--- config.mk ---
export PLATFORM = sky130hd
export DESIGN_NAME = cycle_counter_timebase_split_top
export DESIGN_NICKNAME = d
export VERILOG_FILES = /design/src/rtl/core/ccts_pkg.sv /design/src/rtl/core/ccts_step_unit.sv /design/src/rtl/core/ccts_div_seq.sv /design/src/rtl/core/cycle_counter_timebase_split_top.sv
export SDC_FILE = /design/constraint.sdc
export NUM_CORES = 1
export LEC_CHECK = 0
export BUFFER_PORTS_ARGS = -buffer_cell sky130_fd_sc_hd__buf_2
export CORE_MARGIN = 2
export CORE_UTILIZATION = 60
export CTS_BUF_LIST = sky130_fd_sc_hd__clkbuf_4
export CTS_CLUSTER_DIAMETER = 50
export DETAILED_ROUTE_END_ITERATION = 6
export GPL_TIMING_DRIVEN = 0
export PLACE_DENSITY = 0.83
export SLEW_MARGIN = 10
export SYNTH_ARGS = -nofsm -noshare
export SYNTH_HDL_FRONTEND = slang
export SYNTH_HIERARCHICAL = 1
export SYNTH_SLANG_ARGS = --single-unit
--- constraint.sdc ---
create_clock -name aclk -period 47.4 [get_ports aclk]
set_clock_uncertainty 0.05 [all_clocks]
set_input_delay 11.85 -clock aclk [delete_from_list [all_inputs] [get_ports aclk]]
set_output_delay 11.85 -clock aclk [all_outputs]
set_load 0.01 [all_outputs]
--- src/rtl/core/ccts_pkg.sv ---
// Shared types and constants for the cycle counter timebase splitter.
package ccts_pkg;

    localparam int IN_W = 32;
    localparam int WRAP_W = 32;
    localparam int COUNT_W = 64;
    localparam int MHZ_W = 10;
    localparam int SECS_W = 45;
    localparam int PART_W = 10;
    localparam int REM_W = 20;
    localparam int CNT_W = 7;
    localparam int SAMPLE_WIDTH_DEF = 32;

    localparam logic [MHZ_W-1:0] CLOCK_RESET = 10'd168;
    localparam logic [MHZ_W-1:0] MHZ_MIN = 10'd1;
    localparam logic [REM_W-1:0] US_PER_S = 20'd1000000;
    localparam logic [REM_W-1:0] US_PER_MS = 20'd1000;
    localparam logic [CNT_W-1:0] CLOCK_STEP_LAST = 7'd64;
    localparam logic [CNT_W-1:0] MS_STEP_LAST = 7'd9;

    typedef struct packed {
        logic start;
        logic taken;
    } ccts_ctrl_t;

    typedef struct packed {
        logic busy;
        logic done;
    } ccts_status_t;

    typedef struct packed {
        logic [COUNT_W-1:0] total;
        logic [SECS_W-1:0]  secs;
        logic [PART_W-1:0]  ms;
        logic [PART_W-1:0]  us;
    } ccts_result_t;

endpackage

--- src/rtl/core/ccts_step_unit.sv ---
// Shared restoring-division step: one quotient bit per lane per cycle.
module ccts_step_unit (
    input  logic [ccts_pkg::MHZ_W-1:0] ra_i,
    input  logic                       a_bit_i,
    input  logic [ccts_pkg::MHZ_W-1:0] div_a_i,
    output logic [ccts_pkg::MHZ_W-1:0] ra_o,
    output logic                       qa_o,
    input  logic [ccts_pkg::REM_W-1:0] rb_i,
    input  logic                       b_bit_i,
    input  logic [ccts_pkg::REM_W-1:0] div_b_i,
    output logic [ccts_pkg::REM_W-1:0] rb_o,
    output logic                       qb_o
);

    logic [ccts_pkg::MHZ_W:0] ta;
    logic [ccts_pkg::MHZ_W:0] da;
    logic [ccts_pkg::REM_W:0] tb;
    logic [ccts_pkg::REM_W:0] db;

    always_comb begin
        ta = {ra_i, a_bit_i};
        da = {1'b0, div_a_i};
        qa_o = (ta >= da);
        ra_o = qa_o ? ccts_pkg::MHZ_W'(ta - da) : ta[ccts_pkg::MHZ_W-1:0];

        tb = {rb_i, b_bit_i};
        db = {1'b0, div_b_i};
        qb_o = (tb >= db);
        rb_o = qb_o ? ccts_pkg::REM_W'(tb - db) : tb[ccts_pkg::REM_W-1:0];
    end

endmodule

--- src/rtl/core/ccts_div_seq.sv ---
// Sequencer that drives the shared step unit to split a cycle count into time units.
module ccts_div_seq (
    input  logic                         aclk,
    input  logic                         aresetn,
    input  ccts_pkg::ccts_ctrl_t         ctrl_i,
    input  logic [ccts_pkg::COUNT_W-1:0] count_i,
    input  logic [ccts_pkg::MHZ_W-1:0]   mhz_i,
    output ccts_pkg::ccts_status_t       status_o,
    output ccts_pkg::ccts_result_t       result_o
);

    typedef enum logic [1:0] {
        IDLE,
        RUN_CLOCK,
        RUN_MS,
        FINISH
    } state_t;

    state_t                        state_reg, state_next;
    logic [ccts_pkg::CNT_W-1:0]    cnt_reg, cnt_next;
    logic [ccts_pkg::COUNT_W-1:0]  dq_reg, dq_next;
    logic [ccts_pkg::MHZ_W-1:0]    ra_reg, ra_next;
    logic                          qa_reg, qa_next;
    logic [ccts_pkg::REM_W-1:0]    rb_reg, rb_next;
    logic [ccts_pkg::SECS_W-1:0]   secs_reg, secs_next;
    logic [ccts_pkg::PART_W-1:0]   lo_reg, lo_next;
    logic [ccts_pkg::PART_W-1:0]   ms_reg, ms_next;

    logic                          b_bit;
    logic [ccts_pkg::REM_W-1:0]    div_b;
    logic [ccts_pkg::MHZ_W-1:0]    ra_step;
    logic                          qa_step;
    logic [ccts_pkg::REM_W-1:0]    rb_step;
    logic                          qb_step;

    ccts_step_unit u_step (
        .ra_i    (ra_reg),
        .a_bit_i (dq_reg[ccts_pkg::COUNT_W-1]),
        .div_a_i (mhz_i),
        .ra_o    (ra_step),
        .qa_o    (qa_step),
        .rb_i    (rb_reg),
        .b_bit_i (b_bit),
        .div_b_i (div_b),
        .rb_o    (rb_step),
        .qb_o    (qb_step)
    );

    always_comb begin
        b_bit = (state_reg == RUN_MS) ? lo_reg[ccts_pkg::PART_W-1] : qa_reg;
        div_b = (state_reg == RUN_MS) ? ccts_pkg::US_PER_MS : ccts_pkg::US_PER_S;

        state_next = state_reg;
        cnt_next   = cnt_reg;
        dq_next    = dq_reg;
        ra_next    = ra_reg;
        qa_next    = qa_reg;
        rb_next    = rb_reg;
        secs_next  = secs_reg;
        lo_next    = lo_reg;
        ms_next    = ms_reg;

        case (state_reg)
            IDLE: begin
                if (ctrl_i.start) begin
                    dq_next    = count_i;
                    ra_next    = '0;
                    qa_next    = 1'b0;
                    rb_next    = '0;
                    cnt_next   = '0;
                    state_next = RUN_CLOCK;
                end
            end
            RUN_CLOCK: begin
                // The microsecond quotient bits feed the seconds lane via qa_reg.
                if (cnt_reg != ccts_pkg::CLOCK_STEP_LAST) begin
                    dq_next = {dq_reg[ccts_pkg::COUNT_W-2:0], qa_step};
                    ra_next = ra_step;
                    qa_next = qa_step;
                end
                if (cnt_reg != '0) begin
                    rb_next   = rb_step;
                    secs_next = {secs_reg[ccts_pkg::SECS_W-2:0], qb_step};
                end
                if (cnt_reg == ccts_pkg::CLOCK_STEP_LAST) begin
                    rb_next    = ccts_pkg::REM_W'(rb_step >> ccts_pkg::PART_W);
                    lo_next    = rb_step[ccts_pkg::PART_W-1:0];
                    cnt_next   = '0;
                    state_next = RUN_MS;
                end else begin
                    cnt_next = cnt_reg + 1'b1;
                end
            end
            RUN_MS: begin
                rb_next = rb_step;
                ms_next = {ms_reg[ccts_pkg::PART_W-2:0], qb_step};
                lo_next = {lo_reg[ccts_pkg::PART_W-2:0], 1'b0};
                if (cnt_reg == ccts_pkg::MS_STEP_LAST) begin
                    state_next = FINISH;
                end else begin
                    cnt_next = cnt_reg + 1'b1;
                end
            end
            FINISH: begin
                if (ctrl_i.taken) begin
                    state_next = IDLE;
                end
            end
            default: begin
                state_next = IDLE;
            end
        endcase
    end

    always_ff @(posedge aclk) begin
        if (!aresetn) begin
            state_reg <= IDLE;
        end else begin
            state_reg <= state_next;
        end
        cnt_reg  <= cnt_next;
        dq_reg   <= dq_next;
        ra_reg   <= ra_next;
        qa_reg   <= qa_next;
        rb_reg   <= rb_next;
        secs_reg <= secs_next;
        lo_reg   <= lo_next;
        ms_reg   <= ms_next;
    end

    assign status_o.busy  = (state_reg != IDLE);
    assign status_o.done  = (state_reg == FINISH);
    assign result_o.total = dq_reg;
    assign result_o.secs  = secs_reg;
    assign result_o.ms    = ms_reg;
    assign result_o.us    = rb_reg[ccts_pkg::PART_W-1:0];

endmodule

--- src/rtl/core/cycle_counter_timebase_split_top.sv ---
// Top level of the cycle counter timebase splitter: wrap tracking, clock register and handshakes.
//
// Each accepted beat is one counter sample; the block extends it with a 32-bit wrap count to a
// 64-bit cycle count and returns that count together with whole seconds, milliseconds,
// microseconds and total microseconds for the programmed clock in MHz (zero is taken as 1 MHz).
// A new beat is accepted only while the block is idle, which it is again from the cycle in which
// the result of the last beat becomes valid. The work runs as bit-serial division of the 64-bit
// count by the clock, with the split by one million running one bit behind in the same shared
// step unit, then the millisecond split, and then the hand-off of the result to the output
// register. The result waits in that output register, so a slow consumer stalls the block only
// when a second result is finished before the first was taken.
module cycle_counter_timebase_split_top #(
    parameter int SAMPLE_WIDTH = ccts_pkg::SAMPLE_WIDTH_DEF
) (
    input  logic                         aclk,
    input  logic                         aresetn,
    input  logic                         cfg_we,
    input  logic [ccts_pkg::MHZ_W-1:0]   cfg_wdata,
    input  logic                         s_valid,
    output logic                         s_ready,
    input  logic [ccts_pkg::IN_W-1:0]    s_counter_sample,
    output logic                         m_valid,
    input  logic                         m_ready,
    output logic [ccts_pkg::COUNT_W-1:0] m_extended_count,
    output logic [ccts_pkg::SECS_W-1:0]  m_whole_seconds,
    output logic [ccts_pkg::PART_W-1:0]  m_milliseconds_part,
    output logic [ccts_pkg::PART_W-1:0]  m_microseconds_part,
    output logic [ccts_pkg::COUNT_W-1:0] m_total_microseconds
);

    logic [ccts_pkg::MHZ_W-1:0]    clock_mhz_reg;
    logic [ccts_pkg::MHZ_W-1:0]    mhz_eff;
    logic [ccts_pkg::WRAP_W-1:0]   wrap_count_reg, wrap_count_next;
    logic [SAMPLE_WIDTH-1:0]       prev_sample_reg;
    logic [SAMPLE_WIDTH-1:0]       sample;
    logic [ccts_pkg::COUNT_W-1:0]  count;
    logic [ccts_pkg::COUNT_W-1:0]  count_reg;
    logic                          accept;
    logic                          load;
    logic                          m_valid_reg;
    logic [ccts_pkg::COUNT_W-1:0]  ext_out_reg;
    ccts_pkg::ccts_result_t        res_out_reg;
    ccts_pkg::ccts_ctrl_t          ctrl;
    ccts_pkg::ccts_status_t        status;
    ccts_pkg::ccts_result_t        result;

    assign sample  = s_counter_sample[SAMPLE_WIDTH-1:0];
    assign mhz_eff = (clock_mhz_reg == '0) ? ccts_pkg::MHZ_MIN : clock_mhz_reg;
    assign s_ready = !status.busy;
    assign accept  = s_valid && s_ready;
    assign load    = status.done && (!m_valid_reg || m_ready);

    assign wrap_count_next = (sample < prev_sample_reg) ? wrap_count_reg + 1'b1 : wrap_count_reg;
    assign count = (ccts_pkg::COUNT_W'(wrap_count_next) << SAMPLE_WIDTH)
                 | ccts_pkg::COUNT_W'(sample);

    assign ctrl.start = accept;
    assign ctrl.taken = load;

    ccts_div_seq u_seq (
        .aclk     (aclk),
        .aresetn  (aresetn),
        .ctrl_i   (ctrl),
        .count_i  (count),
        .mhz_i    (mhz_eff),
        .status_o (status),
        .result_o (result)
    );

    always_ff @(posedge aclk) begin
        if (!aresetn) begin
            clock_mhz_reg   <= ccts_pkg::CLOCK_RESET;
            wrap_count_reg  <= '0;
            prev_sample_reg <= '0;
            m_valid_reg     <= 1'b0;
        end else begin
            if (cfg_we) begin
                clock_mhz_reg <= cfg_wdata;
            end
            if (accept) begin
                wrap_count_reg  <= wrap_count_next;
                prev_sample_reg <= sample;
            end
            if (load) begin
                m_valid_reg <= 1'b1;
            end else if (m_ready) begin
                m_valid_reg <= 1'b0;
            end
        end
        if (accept) begin
            count_reg <= count;
        end
        if (load) begin
            ext_out_reg <= count_reg;
            res_out_reg <= result;
        end
    end

    assign m_valid              = m_valid_reg;
    assign m_extended_count     = ext_out_reg;
    assign m_whole_seconds      = res_out_reg.secs;
    assign m_milliseconds_part  = res_out_reg.ms;
    assign m_microseconds_part  = res_out_reg.us;
    assign m_total_microseconds = res_out_reg.total;

    a_parts_in_range: assert property (@(posedge aclk) disable iff (!aresetn)
        m_valid |-> (m_milliseconds_part < 10'd1000) && (m_microseconds_part < 10'd1000))
        else $error("Millisecond or microsecond part out of range.");

    a_busy_after_accept: assert property (@(posedge aclk) disable iff (!aresetn)
        accept |=> !s_ready)
        else $error("Block still ready after taking a beat.");

    a_wrap_step: assert property (@(posedge aclk) disable iff (!aresetn)
        1'b1 |=> (wrap_count_reg == $past(wrap_count_reg))
              || (wrap_count_reg == $past(wrap_count_reg) + 32'd1))
        else $error("Wrap count moved by more than one.");

    a_load_only_when_free: assert property (@(posedge aclk) disable iff (!aresetn)
        load |-> status.done && (!m_valid || m_ready))
        else $error("Result loaded over one not yet taken.");

endmodule

==> flow_metrics.tcl, run 1 <==
set metrics [dict create \
    outcome "finished, final reports clean" \
    die_height_um 191 \
    antenna_found_initial 1 \
    max_slew_margin_pct 28.9 \
    worstPathMaxFanout 22 \
    grt_overflow 0 \
    arrival_ps 15030 \
    yosys.area.top_type "edfxtp_1" \
    syn-cell-area_um2 20900 \
    async_flop_share_pct 0 \
    cts_made_buffers 119 \
    place_area_um2 23200 \
    tns_ps 0 \
    required_ps 47800 \
    finalNetCount 2002 \
    clock.fmax_mhz 68.3 \
    crit_type "input pin to register" \
    grt_max_degree 35 \
    cts-root-buf "clkbuf_4" \
    clkPwrFrac_pct 24.8 \
    swShare_pct 32.2 \
    vias_per_cell 5.46 \
    powerDensity_nw_per_um2 59.3 \
    grt_pass1_vias 13600 \
    rsz0062_at_grt "no" \
    track_usage_pct 24.8 \
    place.gp.congestion 0.886 \
    holdPathEnd "m_whole_seconds[44]" \
    avgSynthCellArea_um2 14.0 \
    rr_endpoint "u_seq/lo_reg[7]" \
    die_x_um 191 \
    ys_types 83 \
    setup_violations 0 \
    p_sw_mw 0.474 \
    cts.reportedPaths.clkPinSlew_ps 70 \
    r2r_start "u_seq/state_reg[0]" \
    cts_max_path_buffers 3 \
    synth_area_leaders "edfxtp_1 61%, dfxtp_1 7.4%, ha_1 4.2%" \
    start_util_pct 60.8 \
    worst_pin_slew_ps 1060 \
    dr_total_vias 13300 \
    drv_slew 0 \
    final.min_clock_period_ps 14630 \
    ir_drop_v 0.0000341 \
    wl_per_cell_um 18.2 \
    dieArea_um2 36400 \
    internal_power_mw 0.998 \
    ant_nets 0 \
    yosysSeqAreaShare_pct 68.2 \
    layout-drive-gt1-share_pct 30.8 \
    finalInstanceArea_um2 24800 \
    sequentialPowerShare_pct 46.1 \
    p_leak_nw 9.52 \
    synth_ff_type "edfxtp_1" \
    port_buffers 240 \
    final_cell_mix "424 x edfxtp_1, 255 x buf_2, 190 x clkbuf_4" \
    maxCapViolCount 0 \
    holdBufCountCts 0 \
    holdCritPathClass "register to register" \
    ys_ff_latch 501 \
    cts_sinks 501 \
    worst_setup_path_end_kind "register" \
    finalWirelength_um 44400 \
    dp_hpwl_um 31000 \
    p_comb_share_pct 29.1 \
    cts_tree "done" \
    core_area_um2 34500 \
    timing.final.crit_share_pct 30.9 \
    total_power_mw 1.47 \
    synthCells 1493 \
    ff2ff_setup_slack_ps 42560 \
    post_cts_buffers 0 \
    min-delay-start "u_seq/secs_reg[44]" \
    drc 0 \
    synth_top_area_share_pct 60.8 \
    yosys_warnings 6 \
    synth_edf_count 424 \
    area_growth_pct 18.5 \
    clock_latency_ps 850 \
    worstSetupStartpointType "input pin" \
    final_common_cell "edfxtp_1" \
    num_rows 68 \
    reg2regPathDepth 15 \
    hold_viol 0 \
    drt_iter0_markers 833 \
    hold_depth 0 \
    dr.pass1.iters 5 \
    post_cts_resized 0 \
    whs_ps 361 \
    grt_pass1_wl_um 69900 \
    htree_levels 3 \
    ios 242 \
]
==> stage by stage <==
step	std cells	util (%)	setup WS (ps)
floorplan	1503	-	20460
global placement	2198	66.0	14460
detailed placement	2216	67.3	31880
CTS	2436	72.0	32810
global route	2437	72.0	32620
finish	2437	72.0	32770
==> synthesized netlist by cell type (4+ instances only) <==
cell type / number
and2_1: 27
nor3_1: 15
xnor2_1: 45
ha_1: 71
buf_6: 4
a22o_1: 10
buf_2: 14
dfxtp_1: 77
o21ai_0: 27
clkbuf_1: 33
buf_1: 6
buf_4: 13
nor2b_1: 9
o21a_1: 6
edfxtp_1: 424
a21oi_2: 12
a21o_1: 11
xor2_1: 18
nor4_1: 9
nand3_1: 31
o21ai_1: 8
a211oi_1: 10
mux2i_1: 19
a21oi_1: 93
mux2_4: 4
nand2_1: 135
mux2_2: 76
nand4_1: 16
and3_1: 11
a31oi_1: 4
or3_1: 14
nor2_1: 63
inv_1: 85
o31ai_1: 9
or4_1: 8
nand2b_1: 15
==> cells by family (layout without fill, tap and decap cells) <==
family | count (synthesis) | after routing | synth area share (%)
flops | 501 | 501 | 68.2
simple gates | 373 | 373 | 8.95
compound gates | 222 | 222 | 7.05
buf+inv | 157 | 635 | 3.28
mux | 102 | 102 | 5.44
fa+ha+maj | 73 | 73 | 4.43
xor+xnor | 63 | 63 | 2.64
other cells | 2 | 13 | 0.0359
==> cell type report <==
class | instances | area, µm²
clock buffers | 190 | 1430
diodes | 1 | 2.50
multi-input cells | 845 | 6060
fillers | 2270 | 9640
clock inverters | 30 | 211
repair buffers | 258 | 1580
well taps | 455 | 569
inverters | 86 | 323
plain buffers | 71 | 365
flip-flops and latches | 501 | 14300
==> power groups by stage <==
stage | clock [mW] | combinational (mW) | sequential (mW)
6_report | 0.365 | 0.428 | 0.679
5_1_grt | 0.396 | 0.468 | 0.689
4_1_cts | 0.376 | 0.425 | 0.679
3_5_place_dp | 0 | 0.423 | 0.688
3_3_place_gp | 0 | 0.381 | 0.714
2_1_floorplan | 0 | 0.285 | 0.695
==> metal layers <==
| layer | part of all wire (%) | track usage, % |
|---|---|---|
| met2 | 49 | 39.8 |
| met1 | 41 | 32.2 |
| met4 | 3.1 | 11.4 |
| met5 | 0 | 0 |
| met3 | 6.9 | 5.80 |
==> worst max-delay path by stage <==
stage          slack, ps                    to  startpoint  cells after the start
6_report           32770      u_seq/cnt_reg[3]     s_valid                      8
3_5_place_dp       31880      u_seq/cnt_reg[0]     s_valid                      8
2_1_floorplan      20460    u_seq/state_reg[0]     m_ready                      6
3_3_place_gp       14460  m_extended_count[31]     m_ready                      3
4_1_cts            32810      u_seq/cnt_reg[0]     s_valid                      8
5_1_grt            32620      u_seq/cnt_reg[5]     s_valid                      8
==> critical path, cell delays in order <==
cell and delay (ps):
buf_2 70, nand2_1 330, inv_1 210, clkbuf_1 580
buf_2 670, buf_16 250, nor2b_1 150, a211oi_1 890
No activity file was read; power rests on OpenSTA's default activity.
==> run 2: changes to the inputs <==
--- a/config.mk
+++ b/config.mk
@@ -7,12 +7,12 @@
 export LEC_CHECK = 0
 export BUFFER_PORTS_ARGS = -buffer_cell sky130_fd_sc_hd__buf_2
 export CORE_MARGIN = 2
-export CORE_UTILIZATION = 60
+export CORE_UTILIZATION = 55
 export CTS_BUF_LIST = sky130_fd_sc_hd__clkbuf_4
 export CTS_CLUSTER_DIAMETER = 50
 export DETAILED_ROUTE_END_ITERATION = 6
 export GPL_TIMING_DRIVEN = 0
-export PLACE_DENSITY = 0.83
+export PLACE_DENSITY = 0.8
 export SLEW_MARGIN = 10
 export SYNTH_ARGS = -nofsm -noshare
 export SYNTH_HDL_FRONTEND = slang
==> constraint.sdc (replaced) <==
create_clock -name aclk -period 13.3 [get_ports aclk]
set_clock_uncertainty 0.05 [all_clocks]
set_input_delay 3.325 -clock aclk [delete_from_list [all_inputs] [get_ports aclk]]
set_output_delay 3.325 -clock aclk [all_outputs]
set_load 0.01 [all_outputs]
==> run 2 against run 1 <==
  * Sequential cell count unchanged
  * Critical path depth up 2
  * Total power rose to 3.6 times the previous value
  * First-iteration DRC count up 1.1%
  * Final cell count up 2.8%
  * Via count down 0.22%
  * Largest cell class unchanged
  * Setup slack worse by 26000 ps
==> flow_metrics.tcl, run 2 (same netlist as run 1, synthesis figures left out) <==
set metrics [dict create \
    num_rows 71 \
    post_cts_resized 0 \
    internal_power_mw 3.54 \
    timing.final.crit_share_pct 47.3 \
    p_sw_mw 1.70 \
    sequentialPowerShare_pct 46.0 \
    ios 242 \
    finalWirelength_um 44300 \
    maxCapViolCount 0 \
    clock_latency_ps 830 \
    area_growth_pct 18.8 \
    drc 0 \
    swShare_pct 32.5 \
    track_usage_pct 22.4 \
    grt_overflow 0 \
    layout-drive-gt1-share_pct 30.8 \
    worstSetupStartpointType "input pin" \
    grt_max_degree 34 \
    die_height_um 199 \
    final_cell_mix "424 x edfxtp_1, 255 x buf_2, 192 x clkbuf_4" \
    grt_pass1_wl_um 68600 \
    rsz0062_at_grt "no" \
    finalInstanceArea_um2 24900 \
    arrival_ps 6750 \
    final_common_cell "edfxtp_1" \
    place_area_um2 23200 \
    dr_total_vias 13300 \
    whs_ps 350 \
    antenna_found_initial 2 \
    finalNetCount 2003 \
    dieArea_um2 39600 \
    holdCritPathClass "register to register" \
    outcome "finished, final reports clean" \
    clock.fmax_mhz 159 \
    cts_tree "done" \
    drt_iter0_markers 842 \
    p_leak_nw 9.52 \
    vias_per_cell 5.30 \
    p_comb_share_pct 29.3 \
    start_util_pct 55.7 \
    critPathSlowestCell "buf_2" \
    clkPwrFrac_pct 24.7 \
    worstPathCellList "buf_2 > nand2_1 > inv_1 > clkbuf_1 > buf_2 > nor2b_1 > a211oi_4 > buf_8 > buf_8 > buf_6" \
    worst_pin_slew_ps 1040 \
    fillers 2691 \
    cts_made_buffers 120 \
    hold_viol 0 \
    cts_max_path_buffers 3 \
    wl_per_cell_um 17.7 \
    cts.reportedPaths.clkPinSlew_ps 70 \
    grt_pass1_vias 13400 \
    worst_setup_path_end_kind "register" \
    post_cts_buffers 0 \
    powerDensity_nw_per_um2 211 \
    port_buffers 240 \
    max_slew_margin_pct 30.3 \
    core_area_um2 37600 \
    holdBufCountCts 0 \
    required_ps 13760 \
    setup_violations 0 \
    drv_slew 0 \
    ir_drop_v 0.000118 \
    cts-root-buf "clkbuf_4" \
    tns_ps 0 \
    dp_hpwl_um 30800 \
    ant_nets 0 \
    htree_levels 3 \
    crit_type "input pin to register" \
    place.gp.congestion 0.875 \
    worstPathMaxFanout 24 \
    cts_sinks 501 \
    slowest_delay_ps 680 \
    final.min_clock_period_ps 6290 \
    die_x_um 199 \
    dr.pass1.iters 5 \
]
run 2: changes by cell type in the layout (fill, tap and decap cells not counted):
| cell | previous run | this run |
|---|---|---|
| buf_12 | 5 | 7 |
| buf_16 | 7 | 4 |
| buf_6 | 4 | 5 |
| bufinv_16 | 3 | 2 |
| clkbuf_4 | 190 | 192 |
| clkinv_1 | 18 | 26 |
| clkinv_2 | 5 | 6 |
| clkinvlp_4 | 1 | 0 |
| diode_2 | 1 | 4 |
| inv_2 | 2 | 3 |
| inv_6 | 1 | 0 |
run 2: path summary, 6_finish.rpt:
path / from / endpoint / slack, ps / depth (start not counted)
worst min-delay path: count_reg[60] / m_extended_count[60] / 350 / 0
worst min register to register: count_reg[60] / m_extended_count[60] / 350 / 0
worst max-delay path: s_valid / u_seq/dq_reg[22] / 7010 / 10
worst max register to register: u_seq/state_reg[0] / u_seq/lo_reg[7] / 8470 / 15
run 2: per-layer routing:
layer | wire length, µm | GRT usage [%] | vias to the layer above
met5 | 0 | 0 | -
met4 | 1300 | 10.4 | 0
met3 | 2830 | 5.11 | 85
met2 | 21600 | 36.6 | 460
met1 | 18600 | 28.6 | 6404
li1 | - | - | 6340
run 2: critical path, delay by kind of cell:
family / cells / cell delay (ps)
buffers and inverters: 7 / 2230
AND/OR/NAND/NOR: 2 / 660
AO/OA/AOI/OAI: 1 / 480
run 2: layout make-up:
type / count / area, µm² / area share, %
flip-flops and latches: 501 / 14300 / 57.4
multi-input cells: 845 / 6060 / 24.4
repair buffers: 258 / 1550 / 6.24
clock buffers: 192 / 1440 / 5.80
well taps: 511 / 639 / 2.57
plain buffers: 71 / 365 / 1.47
inverters: 86 / 323 / 1.30
clock inverters: 37 / 204 / 0.820
diodes: 4 / 10.0 / 0.0402
run 2: through the flow:
stage	util [%]	std cells	power [mW]	setup WS [ps]
4_1_cts	66.2	2501	5.28	7070
5_1_grt	66.2	2503	5.54	6860
3_5_place_dp	61.8	2272	3.96	6190
2_1_floorplan	-	1503	3.47	842
6_report	66.2	2505	5.25	7010
3_3_place_gp	60.7	2254	3.88	-4910
run 2: power groups by stage:
stage / combinational [mW] / sequential [mW] / clock [mW]
after global placement: 1.37 / 2.52 / 0
after CTS: 1.53 / 2.42 / 1.33
after floorplan: 1.01 / 2.45 / 0
after detailed placement: 1.52 / 2.45 / 0
after global routing: 1.68 / 2.45 / 1.41
final: 1.54 / 2.41 / 1.30
==> run 3: changes to the inputs <==
--- a/config.mk
+++ b/config.mk
@@ -5,14 +5,15 @@
 export SDC_FILE = /design/constraint.sdc
 export NUM_CORES = 1
 export LEC_CHECK = 0
+export ABC_AREA = 1
 export BUFFER_PORTS_ARGS = -buffer_cell sky130_fd_sc_hd__buf_2
 export CORE_MARGIN = 2
-export CORE_UTILIZATION = 55
+export CORE_UTILIZATION = 60
 export CTS_BUF_LIST = sky130_fd_sc_hd__clkbuf_4
 export CTS_CLUSTER_DIAMETER = 50
 export DETAILED_ROUTE_END_ITERATION = 6
 export GPL_TIMING_DRIVEN = 0
-export PLACE_DENSITY = 0.8
+export PLACE_DENSITY = 0.82
 export SLEW_MARGIN = 10
 export SYNTH_ARGS = -nofsm -noshare
 export SYNTH_HDL_FRONTEND = slang
==> constraint.sdc (replaced) <==
create_clock -name aclk -period 6 [get_ports aclk]
set_clock_uncertainty 0.05 [all_clocks]
set_input_delay 1.5 -clock aclk [delete_from_list [all_inputs] [get_ports aclk]]
set_output_delay 1.5 -clock aclk [all_outputs]
set_load 0.01 [all_outputs]
==> run 3 against run 2 <==
  * Final area grew 2.8%
  * Non-clock buffer count grew 4
  * Register-to-register slack lost 7000 ps
  * Largest power group unchanged
  * Highest routed layer is now met5
==> flow_metrics.tcl, run 3 <==
set metrics [dict create \
    outcome "finished, final reports clean" \
    drc 0 \
    worstPathCellList "inv_1 > ha_1 > inv_1 > inv_1 > nand2_1 > clkinv_1 > clkbuf_4 > buf_12 > inv_1 > nand2_1 > inv_1 > a211oi_4 > buf_8 > buf_6 > buf_8 > buf_8" \
    drt_iter0_markers 1349 \
    powerDensity_nw_per_um2 519 \
    start_util_pct 61.1 \
    async_flop_share_pct 0 \
    avgSynthCellArea_um2 10.6 \
    holdPathEnd "m_extended_count[33]" \
    rr_endpoint "u_seq/dq_reg[56]" \
    post_cts_resized 0 \
    core_area_um2 35700 \
    reg2regPathDepth 16 \
    ios 242 \
    synth_area_leaders "edfxtp_1 58%, nand2_1 10%, dfxtp_1 7.1%" \
    worst_setup_path_end_kind "register" \
    arrival_ps 4940 \
    synth_ff_type "edfxtp_1" \
    dr.pass1.iters 5 \
    yosysMostFrequentCell "nand2_1" \
    tns_ps 0 \
    setup_violations 0 \
    synth_edf_count 424 \
    syn-cell-area_um2 21800 \
    dpl_worst_slack_ps 855 \
    holdCritPathClass "register to register" \
    ys_types 46 \
    worst_pin_slew_ps 1040 \
    timing.final.crit_share_pct 74.9 \
    wl_per_cell_um 17.5 \
    place_inst 2778 \
    track_usage_pct 27.9 \
    min-delay-start "count_reg[33]" \
    synth_top_area_share_pct 58.4 \
    die_x_um 195 \
    finalWirelength_um 52500 \
    finalNetCount 2557 \
    total_power_mw 13.3 \
    slowest_delay_ps 680 \
    layout-drive-gt1-share_pct 22.1 \
    critical-path-top-delay-family "buffers and inverters" \
    maxCapViolCount 0 \
    dr_total_vias 16000 \
    required_ps 6450 \
    max_slew_margin_pct 30.5 \
    critPathMostFrequentCell "inv_1" \
    ant_nets 0 \
    place_area_um2 24000 \
    grt_pass1_vias 15900 \
    die_height_um 195 \
    hold_depth 0 \
    htree_levels 3 \
    grt_max_degree 41 \
    post-route-worst-setup-slack_ps 1510 \
    ys_ff_latch 501 \
    hold_viol 0 \
    crit_type "register to register" \
    num_rows 69 \
    ir_drop_v 0.000243 \
    worstSetupStartpointType "register" \
    ff2ff_setup_slack_ps 1510 \
    yosys_warnings 6 \
    yosys.area.top_type "edfxtp_1" \
    fin_util_pct 71.7 \
    yosysSeqAreaShare_pct 65.5 \
    cts_tree "done" \
    critPathSlowestCell "a211oi_4" \
    rsz0062_at_grt "no" \
    synthCells 2051 \
    holdBufCountCts 0 \
    path_buf_inv 12 \
    cts_max_path_buffers 3 \
    grt_pass1_wl_um 82400 \
    final_common_cell "nand2_1" \
    clock.fmax_mhz 223 \
    cts.reportedPaths.clkPinSlew_ps 70 \
    p_leak_nw 11.2 \
    area_growth_pct 17.4 \
    vias_per_cell 5.35 \
    final.min_clock_period_ps 4490 \
    antenna_found_initial 3 \
    drv_slew 0 \
    dp_hpwl_um 37700 \
    dieArea_um2 37900 \
    cts_made_buffers 118 \
    finalInstanceArea_um2 25600 \
    grt_overflow 0 \
    port_buffers 240 \
    cts-root-buf "clkbuf_4" \
    place.gp.congestion 0.945 \
    cts_sinks 501 \
    clock_latency_ps 860 \
    ys_top_cells_by_count "579 x nand2_1, 424 x edfxtp_1, 255 x inv_1" \
    worstPathMaxFanout 40 \
    post_cts_buffers 0 \
    r2r_start "u_seq/state_reg[0]" \
    whs_ps 355 \
    final_cell_mix "579 x nand2_1, 424 x edfxtp_1, 261 x buf_2" \
    final_cells 2999 \
]
[run 3: cells by family after synthesis]
group | share of synthesized area, %
and+or+nand+nor | 17.4
AOI/OAI and AO/OA | 4.41
buffers and inverters | 6.51
DFF | 65.5
xor gates and xnor gates | 1.85
other | 0.0345
adders and majority gates | 4.26
[run 3: layout make-up]
class | count | area [µm²]
buffer | 77 | 422
timing repair buffer | 256 | 1540
tap | 461 | 577
fill | 2440 | 10100
sequential | 501 | 14300
clock inverter | 26 | 143
clock buffer | 192 | 1440
multi-input combinational | 1218 | 6170
inverter | 265 | 1000
antenna | 3 | 7.51
[run 3: worst max-delay path by stage]
stage / cells after the start / start / slack (ps) / endpoint
global placement: 8 / s_valid / -1430 / u_seq/dq_reg[58]
detailed placement: 13 / s_valid / 850 / u_seq/dq_reg[58]
CTS: 16 / u_seq/state_reg[0] / 1460 / u_seq/dq_reg[58]
global route: 16 / u_seq/state_reg[0] / 1210 / u_seq/dq_reg[58]
floorplan: 8 / m_ready / 290 / u_seq/state_reg[0]
finish: 16 / u_seq/state_reg[0] / 1510 / u_seq/dq_reg[56]
[run 3: worst register-to-register path, delay by kind of cell (launching register included)]
family          cells  cell delay (ps)
compound gates      1              680
fa+ha+maj           1              190
buf+inv            12             2500
flops               1              350
simple gates        2              360
[run 3: routing by layer]
metal	track usage (%)	vias up	part of all wire (%)
met5	0	-	0.017
met4	11.0	2	2.7
met3	6.00	104	7.7
met2	47.3	734	49
met1	35.3	7591	40
li1	-	7618	-
[run 3: where the power goes]
part / total (mW) / switching (mW) / leakage (nW) / internal, mW
Clock: 2.84 / 1.35 / 0.952 / 1.49
Combinational: 4.64 / 3.15 / 5.59 / 1.49
Sequential: 5.79 / 0.509 / 4.63 / 5.28
Total: 13.3 / 5.01 / 11.2 / 8.26
